[config.mk]
export PLATFORM = sky130hd
export DESIGN_NAME = audio_onset_detector_core
export DESIGN_NICKNAME = d
export VERILOG_FILES = /design/src/hdl/aod_pkg.sv /design/src/hdl/aod_follower.sv /design/src/hdl/aod_trigger.sv /design/src/hdl/audio_onset_detector_core.sv
export SDC_FILE = /design/constraint.sdc
export NUM_CORES = 2
export LEC_CHECK = 0
export BUFFER_PORTS_ARGS = -buffer_cell sky130_fd_sc_hd__buf_2
export CAP_MARGIN = 10
export CORE_MARGIN = 2
export CORE_UTILIZATION = 48
export CTS_BUF_LIST = sky130_fd_sc_hd__clkbuf_8 sky130_fd_sc_hd__clkbuf_16
export CTS_CLUSTER_SIZE = 20
export DETAILED_ROUTE_END_ITERATION = 16
export HOLD_SLACK_MARGIN = 0.05
export PLACE_DENSITY = 0.64
export SETUP_SLACK_MARGIN = 0.05
export SYNTH_ARGS = -nofsm -noshare
export SYNTH_HDL_FRONTEND = slang
export SYNTH_HIERARCHICAL = 1
export SYNTH_SLANG_ARGS = --single-unit
export TNS_END_PERCENT = 100
[constraint.sdc]
create_clock -name clk -period 13.85 [get_ports clk]
set_input_delay 0 -clock clk [delete_from_list [all_inputs] [get_ports clk]]
set_output_delay 0 -clock clk [all_outputs]
set_load 0.02 [all_outputs]
[src/hdl/aod_pkg.sv]
// shared widths, register indexes, reset values and types for the onset detector
package aod_pkg;

  localparam int SAMPLE_BITS = 24;
  localparam int COEFF_BITS  = 16;
  localparam int GUARD_BITS  = 16;
  localparam int CFG_IDX_BITS = 3;
  localparam int TDATA_IN_BITS  = ((SAMPLE_BITS + 7) / 8) * 8;
  localparam int TDATA_OUT_BITS = ((SAMPLE_BITS + 7) / 8) * 8;
  localparam int CFG_DATA_BITS  = 32;

  // 1.0 in the envelope format
  localparam logic [SAMPLE_BITS-1:0] UNITY = SAMPLE_BITS'(1) << (SAMPLE_BITS - 1);

  // register indexes
  localparam logic [CFG_IDX_BITS-1:0] REG_THRESHOLD    = 3'd0;
  localparam logic [CFG_IDX_BITS-1:0] REG_FAST_ATTACK  = 3'd1;
  localparam logic [CFG_IDX_BITS-1:0] REG_FAST_RELEASE = 3'd2;
  localparam logic [CFG_IDX_BITS-1:0] REG_SLOW_ATTACK  = 3'd3;
  localparam logic [CFG_IDX_BITS-1:0] REG_SLOW_RELEASE = 3'd4;
  localparam logic [CFG_IDX_BITS-1:0] REG_GUARD        = 3'd5;

  // reset values
  localparam logic [SAMPLE_BITS-1:0] THRESHOLD_RST    = SAMPLE_BITS'(838861);
  localparam logic [COEFF_BITS-1:0]  FAST_ATTACK_RST  = COEFF_BITS'(65421);
  localparam logic [COEFF_BITS-1:0]  FAST_RELEASE_RST = COEFF_BITS'(65527);
  localparam logic [COEFF_BITS-1:0]  SLOW_ATTACK_RST  = COEFF_BITS'(65263);
  localparam logic [COEFF_BITS-1:0]  SLOW_RELEASE_RST = COEFF_BITS'(65531);
  localparam logic [GUARD_BITS-1:0]  GUARD_RST        = GUARD_BITS'(2400);

  typedef logic [SAMPLE_BITS-1:0] env_t;
  typedef logic [COEFF_BITS-1:0]  coeff_t;

  // settings seen by the trigger stage
  typedef struct packed {
    logic [SAMPLE_BITS-1:0] threshold;
    logic [GUARD_BITS-1:0]  guard_samples;
  } aod_trig_cfg_t;

endpackage

[src/hdl/aod_follower.sv]
// one asymmetric one-pole envelope follower update
module aod_follower (
  input  aod_pkg::env_t   env,
  input  aod_pkg::env_t   mag,
  input  aod_pkg::coeff_t attack_coeff,
  input  aod_pkg::coeff_t release_coeff,
  output aod_pkg::env_t   env_next
);
  import aod_pkg::*;

  logic                                  attack;
  logic signed [SAMPLE_BITS:0]           diff;
  logic        [SAMPLE_BITS-1:0]         base;
  logic signed [COEFF_BITS:0]            coeff;
  logic signed [SAMPLE_BITS+COEFF_BITS+1:0] prod;
  logic signed [SAMPLE_BITS+COEFF_BITS+1:0] scaled;

  // attack: mag + floor(c*(env-mag)/2^k), release: floor(c*env/2^k)
  assign attack = mag > env;
  assign diff   = attack ? ($signed({1'b0, env}) - $signed({1'b0, mag}))
                         : $signed({1'b0, env});
  assign base   = attack ? mag : '0;
  assign coeff  = $signed({1'b0, attack ? attack_coeff : release_coeff});
  assign prod   = diff * coeff;
  assign scaled = prod >>> COEFF_BITS;
  assign env_next = scaled[SAMPLE_BITS-1:0] + base;

endmodule

[src/hdl/aod_trigger.sv]
// rising-edge threshold detect with retrigger guard countdown
module aod_trigger (
  input  logic                           clk,
  input  logic                           rst,
  input  logic                           step,
  input  aod_pkg::aod_trig_cfg_t         cfg,
  input  aod_pkg::env_t                  fast_env,
  input  aod_pkg::env_t                  slow_env,
  output logic                           onset,
  output aod_pkg::env_t                  velocity
);
  import aod_pkg::*;

  logic                  was_above;
  logic [GUARD_BITS-1:0] guard_count;
  logic [GUARD_BITS-1:0] guard_count_next;
  logic                  above;

  assign above = fast_env > cfg.threshold;

  always_comb begin
    onset = 1'b0;
    guard_count_next = guard_count;
    if (guard_count != '0) begin
      guard_count_next = guard_count - GUARD_BITS'(1);
    end else begin
      onset = above && !was_above;
      guard_count_next = onset ? cfg.guard_samples : '0;
    end
  end

  assign velocity = !onset ? '0 : ((slow_env > UNITY) ? UNITY : slow_env);

  always_ff @(posedge clk) begin
    if (rst) begin
      was_above   <= 1'b0;
      guard_count <= '0;
    end else if (step) begin
      was_above   <= above;
      guard_count <= guard_count_next;
    end
  end

endmodule

[src/hdl/audio_onset_detector_core.sv]
// top level of the onset detector: config registers, pipeline and handshakes
//
// Usage: audio samples enter on the s_axis channel, one signed sample per beat
// in tdata. Every sample produces exactly one result beat on m_axis: tuser
// carries the onset flag, tdata the velocity (slow envelope clamped to 1.0 on
// an onset, zero otherwise).
// Settings are written on the cfg channel (index, data); cfg_ready is always
// high. Write them only while no sample is in flight.
// Pipeline: input register (rectified magnitude), envelope stage (one multiply
// and add per follower, the envelope registers are the stage output), trigger
// stage feeding the result register. An accepted sample goes from the input
// register through the envelope registers into the result register, where it
// is offered on m_axis. One sample per cycle is sustained while m_axis_tready
// stays high; the envelope feedback through each multiplier sets that limit.
// When m_axis_tready is low the result holds, the stages behind it fill and
// s_axis_tready drops once all three registers are full; nothing is lost.
// Reset clears the envelopes, guard count and valid flags and loads the
// default settings.
module audio_onset_detector_core (
  input  logic                                clk,
  input  logic                                rst,
  input  logic                                s_axis_tvalid,
  output logic                                s_axis_tready,
  input  logic [aod_pkg::TDATA_IN_BITS-1:0]   s_axis_tdata,  // [23:0] sample
  output logic                                m_axis_tvalid,
  input  logic                                m_axis_tready,
  output logic [aod_pkg::TDATA_OUT_BITS-1:0]  m_axis_tdata,  // [23:0] velocity
  output logic                                m_axis_tuser,  // [0] onset
  input  logic                                cfg_valid,
  output logic                                cfg_ready,
  input  logic [aod_pkg::CFG_IDX_BITS-1:0]    cfg_index,
  input  logic [aod_pkg::CFG_DATA_BITS-1:0]   cfg_data
);
  import aod_pkg::*;

  // settings
  logic [SAMPLE_BITS-1:0] threshold;
  coeff_t                 fast_attack_coeff;
  coeff_t                 fast_release_coeff;
  coeff_t                 slow_attack_coeff;
  coeff_t                 slow_release_coeff;
  logic [GUARD_BITS-1:0]  guard_samples;
  aod_trig_cfg_t          trig_cfg;

  // pipeline
  logic                   mag_valid;
  env_t                   mag;
  logic                   env_valid;
  env_t                   fast_env;
  env_t                   slow_env;
  env_t                   fast_env_next;
  env_t                   slow_env_next;
  logic                   out_valid;
  logic                   out_onset;
  env_t                   out_velocity;
  logic                   trig_onset;
  env_t                   trig_velocity;

  logic [SAMPLE_BITS-1:0] sample_in;
  env_t                   mag_next;
  logic                   out_free;
  logic                   adv_trig;
  logic                   mid_free;
  logic                   adv_env;
  logic                   in_take;

  assign cfg_ready = 1'b1;

  always_ff @(posedge clk) begin
    if (rst) begin
      threshold          <= THRESHOLD_RST;
      fast_attack_coeff  <= FAST_ATTACK_RST;
      fast_release_coeff <= FAST_RELEASE_RST;
      slow_attack_coeff  <= SLOW_ATTACK_RST;
      slow_release_coeff <= SLOW_RELEASE_RST;
      guard_samples      <= GUARD_RST;
    end else if (cfg_valid) begin
      unique case (cfg_index)
        REG_THRESHOLD:    threshold          <= cfg_data[SAMPLE_BITS-1:0];
        REG_FAST_ATTACK:  fast_attack_coeff  <= cfg_data[COEFF_BITS-1:0];
        REG_FAST_RELEASE: fast_release_coeff <= cfg_data[COEFF_BITS-1:0];
        REG_SLOW_ATTACK:  slow_attack_coeff  <= cfg_data[COEFF_BITS-1:0];
        REG_SLOW_RELEASE: slow_release_coeff <= cfg_data[COEFF_BITS-1:0];
        REG_GUARD:        guard_samples      <= cfg_data[GUARD_BITS-1:0];
        default: ;
      endcase
    end
  end

  assign trig_cfg.threshold     = threshold;
  assign trig_cfg.guard_samples = guard_samples;

  // stage advance chain from the output side back
  assign out_free      = !out_valid || m_axis_tready;
  assign adv_trig      = env_valid && out_free;
  assign mid_free      = !env_valid || adv_trig;
  assign adv_env       = mag_valid && mid_free;
  assign s_axis_tready = !mag_valid || adv_env;
  assign in_take       = s_axis_tvalid && s_axis_tready;

  // rectify on the way in; the most negative sample maps to exactly 1.0
  assign sample_in = s_axis_tdata[SAMPLE_BITS-1:0];
  assign mag_next  = sample_in[SAMPLE_BITS-1] ? (~sample_in + SAMPLE_BITS'(1)) : sample_in;

  always_ff @(posedge clk) begin
    if (rst) begin
      mag_valid <= 1'b0;
    end else if (s_axis_tready) begin
      mag_valid <= s_axis_tvalid;
    end
  end

  always_ff @(posedge clk) begin
    if (in_take) begin
      mag <= mag_next;
    end
  end

  aod_follower u_fast (
    .env           (fast_env),
    .mag           (mag),
    .attack_coeff  (fast_attack_coeff),
    .release_coeff (fast_release_coeff),
    .env_next      (fast_env_next)
  );

  aod_follower u_slow (
    .env           (slow_env),
    .mag           (mag),
    .attack_coeff  (slow_attack_coeff),
    .release_coeff (slow_release_coeff),
    .env_next      (slow_env_next)
  );

  // envelope registers double as the stage output
  always_ff @(posedge clk) begin
    if (rst) begin
      env_valid <= 1'b0;
      fast_env  <= '0;
      slow_env  <= '0;
    end else begin
      if (mid_free) begin
        env_valid <= mag_valid;
      end
      if (adv_env) begin
        fast_env <= fast_env_next;
        slow_env <= slow_env_next;
      end
    end
  end

  aod_trigger u_trigger (
    .clk      (clk),
    .rst      (rst),
    .step     (adv_trig),
    .cfg      (trig_cfg),
    .fast_env (fast_env),
    .slow_env (slow_env),
    .onset    (trig_onset),
    .velocity (trig_velocity)
  );

  always_ff @(posedge clk) begin
    if (rst) begin
      out_valid <= 1'b0;
    end else if (out_free) begin
      out_valid <= env_valid;
    end
  end

  always_ff @(posedge clk) begin
    if (adv_trig) begin
      out_onset    <= trig_onset;
      out_velocity <= trig_velocity;
    end
  end

  assign m_axis_tvalid = out_valid;
  assign m_axis_tuser  = out_onset;
  assign m_axis_tdata  = TDATA_OUT_BITS'(out_velocity);

endmodule
Yosys cells after proc, flatten, opt, wreduce, memory -nomap -nowiden
Index checks and enable logic that the tools add are counted.

storage, ports and cells
  output and inout port bits = 28
  flip-flop bits (word level) = 221
  input bits = 64

cells by class
  multipliers = 2
  equality and inequality tests = 5
  magnitude comparators = 4
  add/subtract/negate cells = 6
  muxes and demuxes = 11
  bitwise logic cells = 2
  reduce and logical (&&, ||, !) cells = 20

operator list
  operator               number
  $mul 25x17->40         2
  $gt 24x24->1           3
  $mux 24                3
  $mux 16                4
  $mux 25                2
  $sub 24x24->25         2
  $add 24x24->24         2
  $add 24x1->24 const B  1
  $gt 24x24->1 const B   1
  $not 24->24            1
  $mux 23                1
  $reduce_bool 16->1     1
  $sub 16x1->16 const B  1
  $reduce_and 2->1       6
  $eq 3x2->1 const B     2
  $eq 3x3->1 const B     2
  $logic_and 1x1->1      4
  $logic_not 1->1        4
  $eq 3x1->1 const B     1
  $logic_not 3->1        1
  $logic_or 1x1->1       3
  $reduce_or 2->1        1
  $mux 1                 1
  $not 1->1              1

Depth between registers and ports, before layout
  depth after elaboration = 7
  mapped depth = 49
  gate-level depth less buffers = 46

Modules after synthesis
The synthesis kept the hierarchy.

by module, submodules not included
  module                     area an instance (um2)  cells each  times used  sequential area each (um2)
  aod_follower at u_slow     16895.0                 1978        1           0.0
  aod_follower at u_fast     16709.8                 2003        1           0.0
  audio_onset_detector_core  7462.2                  789         1           4574.4
  aod_trigger                2009.4                  296         1           340.3

Worst setup path after synthesis
No wires, ideal clock.

  path type = reg-to-reg
  start = register mag[17]
  end = register fast_env[23]
  slack = 3.727 ns
  path buffers = 3
  library setup time = 0.127 ns
  arrival = 9.996 ns
  stages on the path, launching flop included = 44
  data required time = 13.723 ns
  cells stage by stage = edfxtp_1 > inv_1 > ha_1 > clkbuf_1 > a21o_1 > a21o_1 > a21o_1 > a21oi_1 > o31ai_4 > a211oi_1 > buf_4 > buf_2 > mux2i_1 > nor2_1 > fa_1 > inv_1 > fa_1 > fa_1 > (+8 left out) > o22ai_1 > nor2_1 > o31ai_1 > a211o_1 > a21oi_1 > xnor2_1 > ha_1 > a21o_1 > a21o_1 > a21oi_1 > o21ai_0 > a311oi_1 > o21bai_1 > xnor2_1 > xnor2_1 > xnor3_1 > nand2_1 > a21oi_1

between the ends
  longest elaborated chain between the ends = 4

ends and longest elaborated chain
  what                                                   line                                    RTL
  start, declared                                        audio_onset_detector_core.sv:47         env_t mag;
  start signal, assigned                                 audio_onset_detector_core.sv:115        mag <= mag_next;
  $sub 24x24->25 / $gt 24x24->1 (equally long branches)  aod_follower.sv:20, aod_follower.sv:19
  $mux 25 / $mux 16 (equally long branches)              aod_follower.sv:20, aod_follower.sv:23
  $mul 25x17->40                                         aod_follower.sv:24                      assign prod = diff * coeff;
  $add 24x24->24 (*)                                     aod_follower.sv:26                      assign env_next = scaled[SAMPLE_BITS-1:0] + base;
  named net fast_env_next[23]                            audio_onset_detector_core.sv:51         env_t fast_env_next;
  end signal, assigned                                   audio_onset_detector_core.sv:146        fast_env <= fast_env_next;
  end, declared                                          audio_onset_detector_core.sv:49         env_t fast_env;

The timed path passes the listed nets; every way through them passes the cells marked *.
A chain may end at the register's enable or synchronous reset.

Worst setup path after layout
  start = register mag[1]
  end = register slow_env[22]

between the ends
  longest elaborated chain between the ends = 4

ends and longest elaborated chain
  what                                                   line                                    RTL
  $sub 24x24->25 / $gt 24x24->1 (equally long branches)  aod_follower.sv:20, aod_follower.sv:19
  $mux 25 / $mux 16 (equally long branches)              aod_follower.sv:20, aod_follower.sv:23
  $mul 25x17->40                                         aod_follower.sv:24
  $add 24x24->24 (*)                                     aod_follower.sv:26
  named net slow_env_next[22]                            audio_onset_detector_core.sv:52         env_t slow_env_next;
  end signal, assigned                                   audio_onset_detector_core.sv:147        slow_env <= slow_env_next;
  end, declared                                          audio_onset_detector_core.sv:50         env_t slow_env;

Marks and branches as above.

==> reports/qor.txt <==
Syn Inst Count: 5066
Post-CTS resize count: 0
Die Wd: 304 µm
Primary FF master, synth: dfxtp_1
Post-Route Skew: 26.2 ps
Post-synthesis sequential area ratio: 11.4%
IO Port Bufs: 82
Fin Setup TNS: 0 ps
Fillers: 8506
Worst Setup End Kind: flip-flop
Status: finished, final reports clean
Core Area: 88600 µm²
Total Wirelength: 126000 µm
CP Max Fanout: 31
Remaining Overflow, GRT: 0
Row cnt: 109
Crit. Startpoint: mag[1]$_DFFE_PP_
Nets: 6299
Clk slew on worst S/H paths: 80 ps
First-pass GRT wire length: 198000 µm
Post-synthesis register bit count: 221
Critical Setup Path Class: flip-flop to flip-flop
Syn_area_per_cell: 8.50 µm²
Area growth, synth to finish: 7.71%
Longest Clk Path Bufs: 3
YS warnings: 6
Clock sinks: 221
Critical Path Source Type: flip-flop
Post-synth ARST share: 0%
Buf/Inv on CP: 6
Ranking of synthesized cells by area: fa_1, ha_1, inv_1
DRC errors left: 0
Post-CTS Setup Bufs: 0
DRT iter0 DRCs: 2964
Data required, critical path: 14340 ps
CP peak stage delay: 780 ps
Clock Latency Late Sink: 570 ps
WL/cell: 19.9 µm
Rel. slew slack: 17.5%
Vias in the first global route: 34700
CTS tree: built
Initial core utilization: 48.6%
Max-Cap Viols: 0
Hold Violations, Final: 0
Post-Syn Nets: 6215
Share of the synthesized area in the top cell type: 35.2%
CTS Buf Count: 23
Reg2reg start: mag[1]$_DFFE_PP_
Final hold slack: 94.4 ps
Final WS setup: 1180 ps
Placed Area: 44800 µm²
Vias per inst: 5.52
Area leader, netlist: fa_1
Pre-CTS setup slack: 1470 ps
Post-synth EDFFs: 49
Highest clock rate: 78.9 MHz
CP most frequent cell: fa_1
Worst hold path class: primary input to flip-flop
Gr usage total: 28.0%
Synth cell types: 96
CP delay by family, top: compound AO/OA/AOI/OAI gates
CP max-delay cell: mux2i_2
Final Slew Violations: 0
Hold Crit Start: cfg_index[2]
Data arrival, critical path: 13160 ps
Initial antenna violation count: 1
Die area: 92200 µm²
Post-route antenna net violation count: 0
Slew @ Worst Pin: 1230 ps
CTS H-tree lvls: 1
Via Count: 34900
Mapped Area: 43100 µm²
Drt pass-1 iters: 5
Placer Congestion: 0.932
Cts hold-fix bufs: 78
RSZ-0062 raised after global routing: no
Io pins: 92
HPWL Detailed: 99300 µm
Final period util: 91.5%
Design area: 46400 µm²
Die Y: 304 µm
Root buffer cell: clkbuf_16
Largest net degree at the start of global routing: 90
Top-count cell post-synth: inv_1
Top cells by count, synth: inv_1, nand2_1, fa_1
Final setup violation count: 0
Fraction of layout cells with a size suffix above 1: 5.90%
Min cycle time layout: 12670 ps
## worst reg2reg max path: cells and delay by family, from the launching register on
family                     cells  cell delay [ps]
xor gates and xnor gates       2              300
adders and majority gates      9             3840
DFF                            1              550
buffers and inverters          6              590
AOI/OAI and AO/OA             18             5360
muxes                          1              790
and+or+nand+nor                7             1200
## metrics by stage
step	std cells	utilization, %
5_1_grt	6331	52.3
6_report	6332	52.3
4_1_cts	6331	52.3
2_1_floorplan	5066	-
3_3_place_gp	6212	50.6
3_5_place_dp	6212	50.6
## cell families (layout without fill, tap and decap cells)
logic type | Yosys count | in the layout | synth area share (%)
AND/OR/NAND/NOR | 1647 | 1647 | 16.8
buffers and inverters | 1193 | 1293 | 10.8
adder cells (fa/ha/maj) | 1085 | 1085 | 44.7
AO/OA/AOI/OAI | 658 | 658 | 10.5
flip-flops | 221 | 221 | 11.4
XOR/XNOR | 168 | 168 | 3.48
multiplexers | 93 | 93 | 2.32
other | 1 | 2 | 0.00871
## layout by cell type, fill, tap and decap left out, types with 24 or more instances in the layout
cell and instances:
nand2b_1 26, nor2b_1 42, o21a_1 35, nor3_1 30, mux2i_1 44, and3_1 34, and2_1 37, dfxtp_1 172
mux2_2 32, nand3_1 64, a21oi_1 186, buf_4 75, edfxtp_1 49, a211oi_1 24, dlygate4sd3_1 78, buf_2 81
ha_1 327, xnor2_1 117, nand3b_1 66, nand2_1 761, nor2_1 493, inv_1 1024, o21ai_0 100, xor2_1 49
fa_1 758, a21o_1 55
## path summary, 6_finish.rpt
path / endpoint / slack [ps] / depth (start not counted)
hold / removal: slow_release_coeff[2]$_SDFFE_PP0P_ / 90 / 6
setup reg to reg: slow_env[22]$_SDFFE_PP0P_ / 1180 / 43
setup / recovery: slow_env[22]$_SDFFE_PP0P_ / 1180 / 43
hold reg to reg: guard_samples[14]$_SDFFE_PP0P_ / 460 / 2
## registers in the layout, summed over array words and instances (netlist names)
register / count
fast_release_coeff: 16
m_axis_tvalid: 1
env_valid: 1
mag_valid: 1
u_trigger/guard_count: 16
slow_attack_coeff: 16
mag: 24
threshold: 24
fast_attack_coeff: 16
slow_env: 24
m_axis_tuser: 1
guard_samples: 16
fast_env: 24
slow_release_coeff: 16
m_axis_tdata: 24
u_trigger/was_above: 1
## routing by layer
layer / global-route usage [%] / wire length (µm) / vias to the layer above
li1: - / - / 16000
met2: 42.9 / 55600 / 1278
met4: 9.02 / 4730 / 0
met5: 0 / 0 / -
met3: 4.90 / 10200 / 207
met1: 40.1 / 55500 / 17400
## cell type report
type / count / area [µm²] / share of cell area [%]
Multi-Input combinational cell: 3652 / 33700 / 72.5
Sequential cell: 221 / 4910 / 10.6
Inverter: 1017 / 3820 / 8.23
Timing Repair Buffer: 235 / 1770 / 3.81
Tap cell: 1165 / 1460 / 3.14
Clock buffer: 27 / 631 / 1.36
Clock inverter: 14 / 150 / 0.324
Antenna cell: 1 / 2.50 / 0.00539
Power is left out: the tool's default activity adds up to more than one toggle a clock period on the data nets, which glitch-free logic cannot reach.
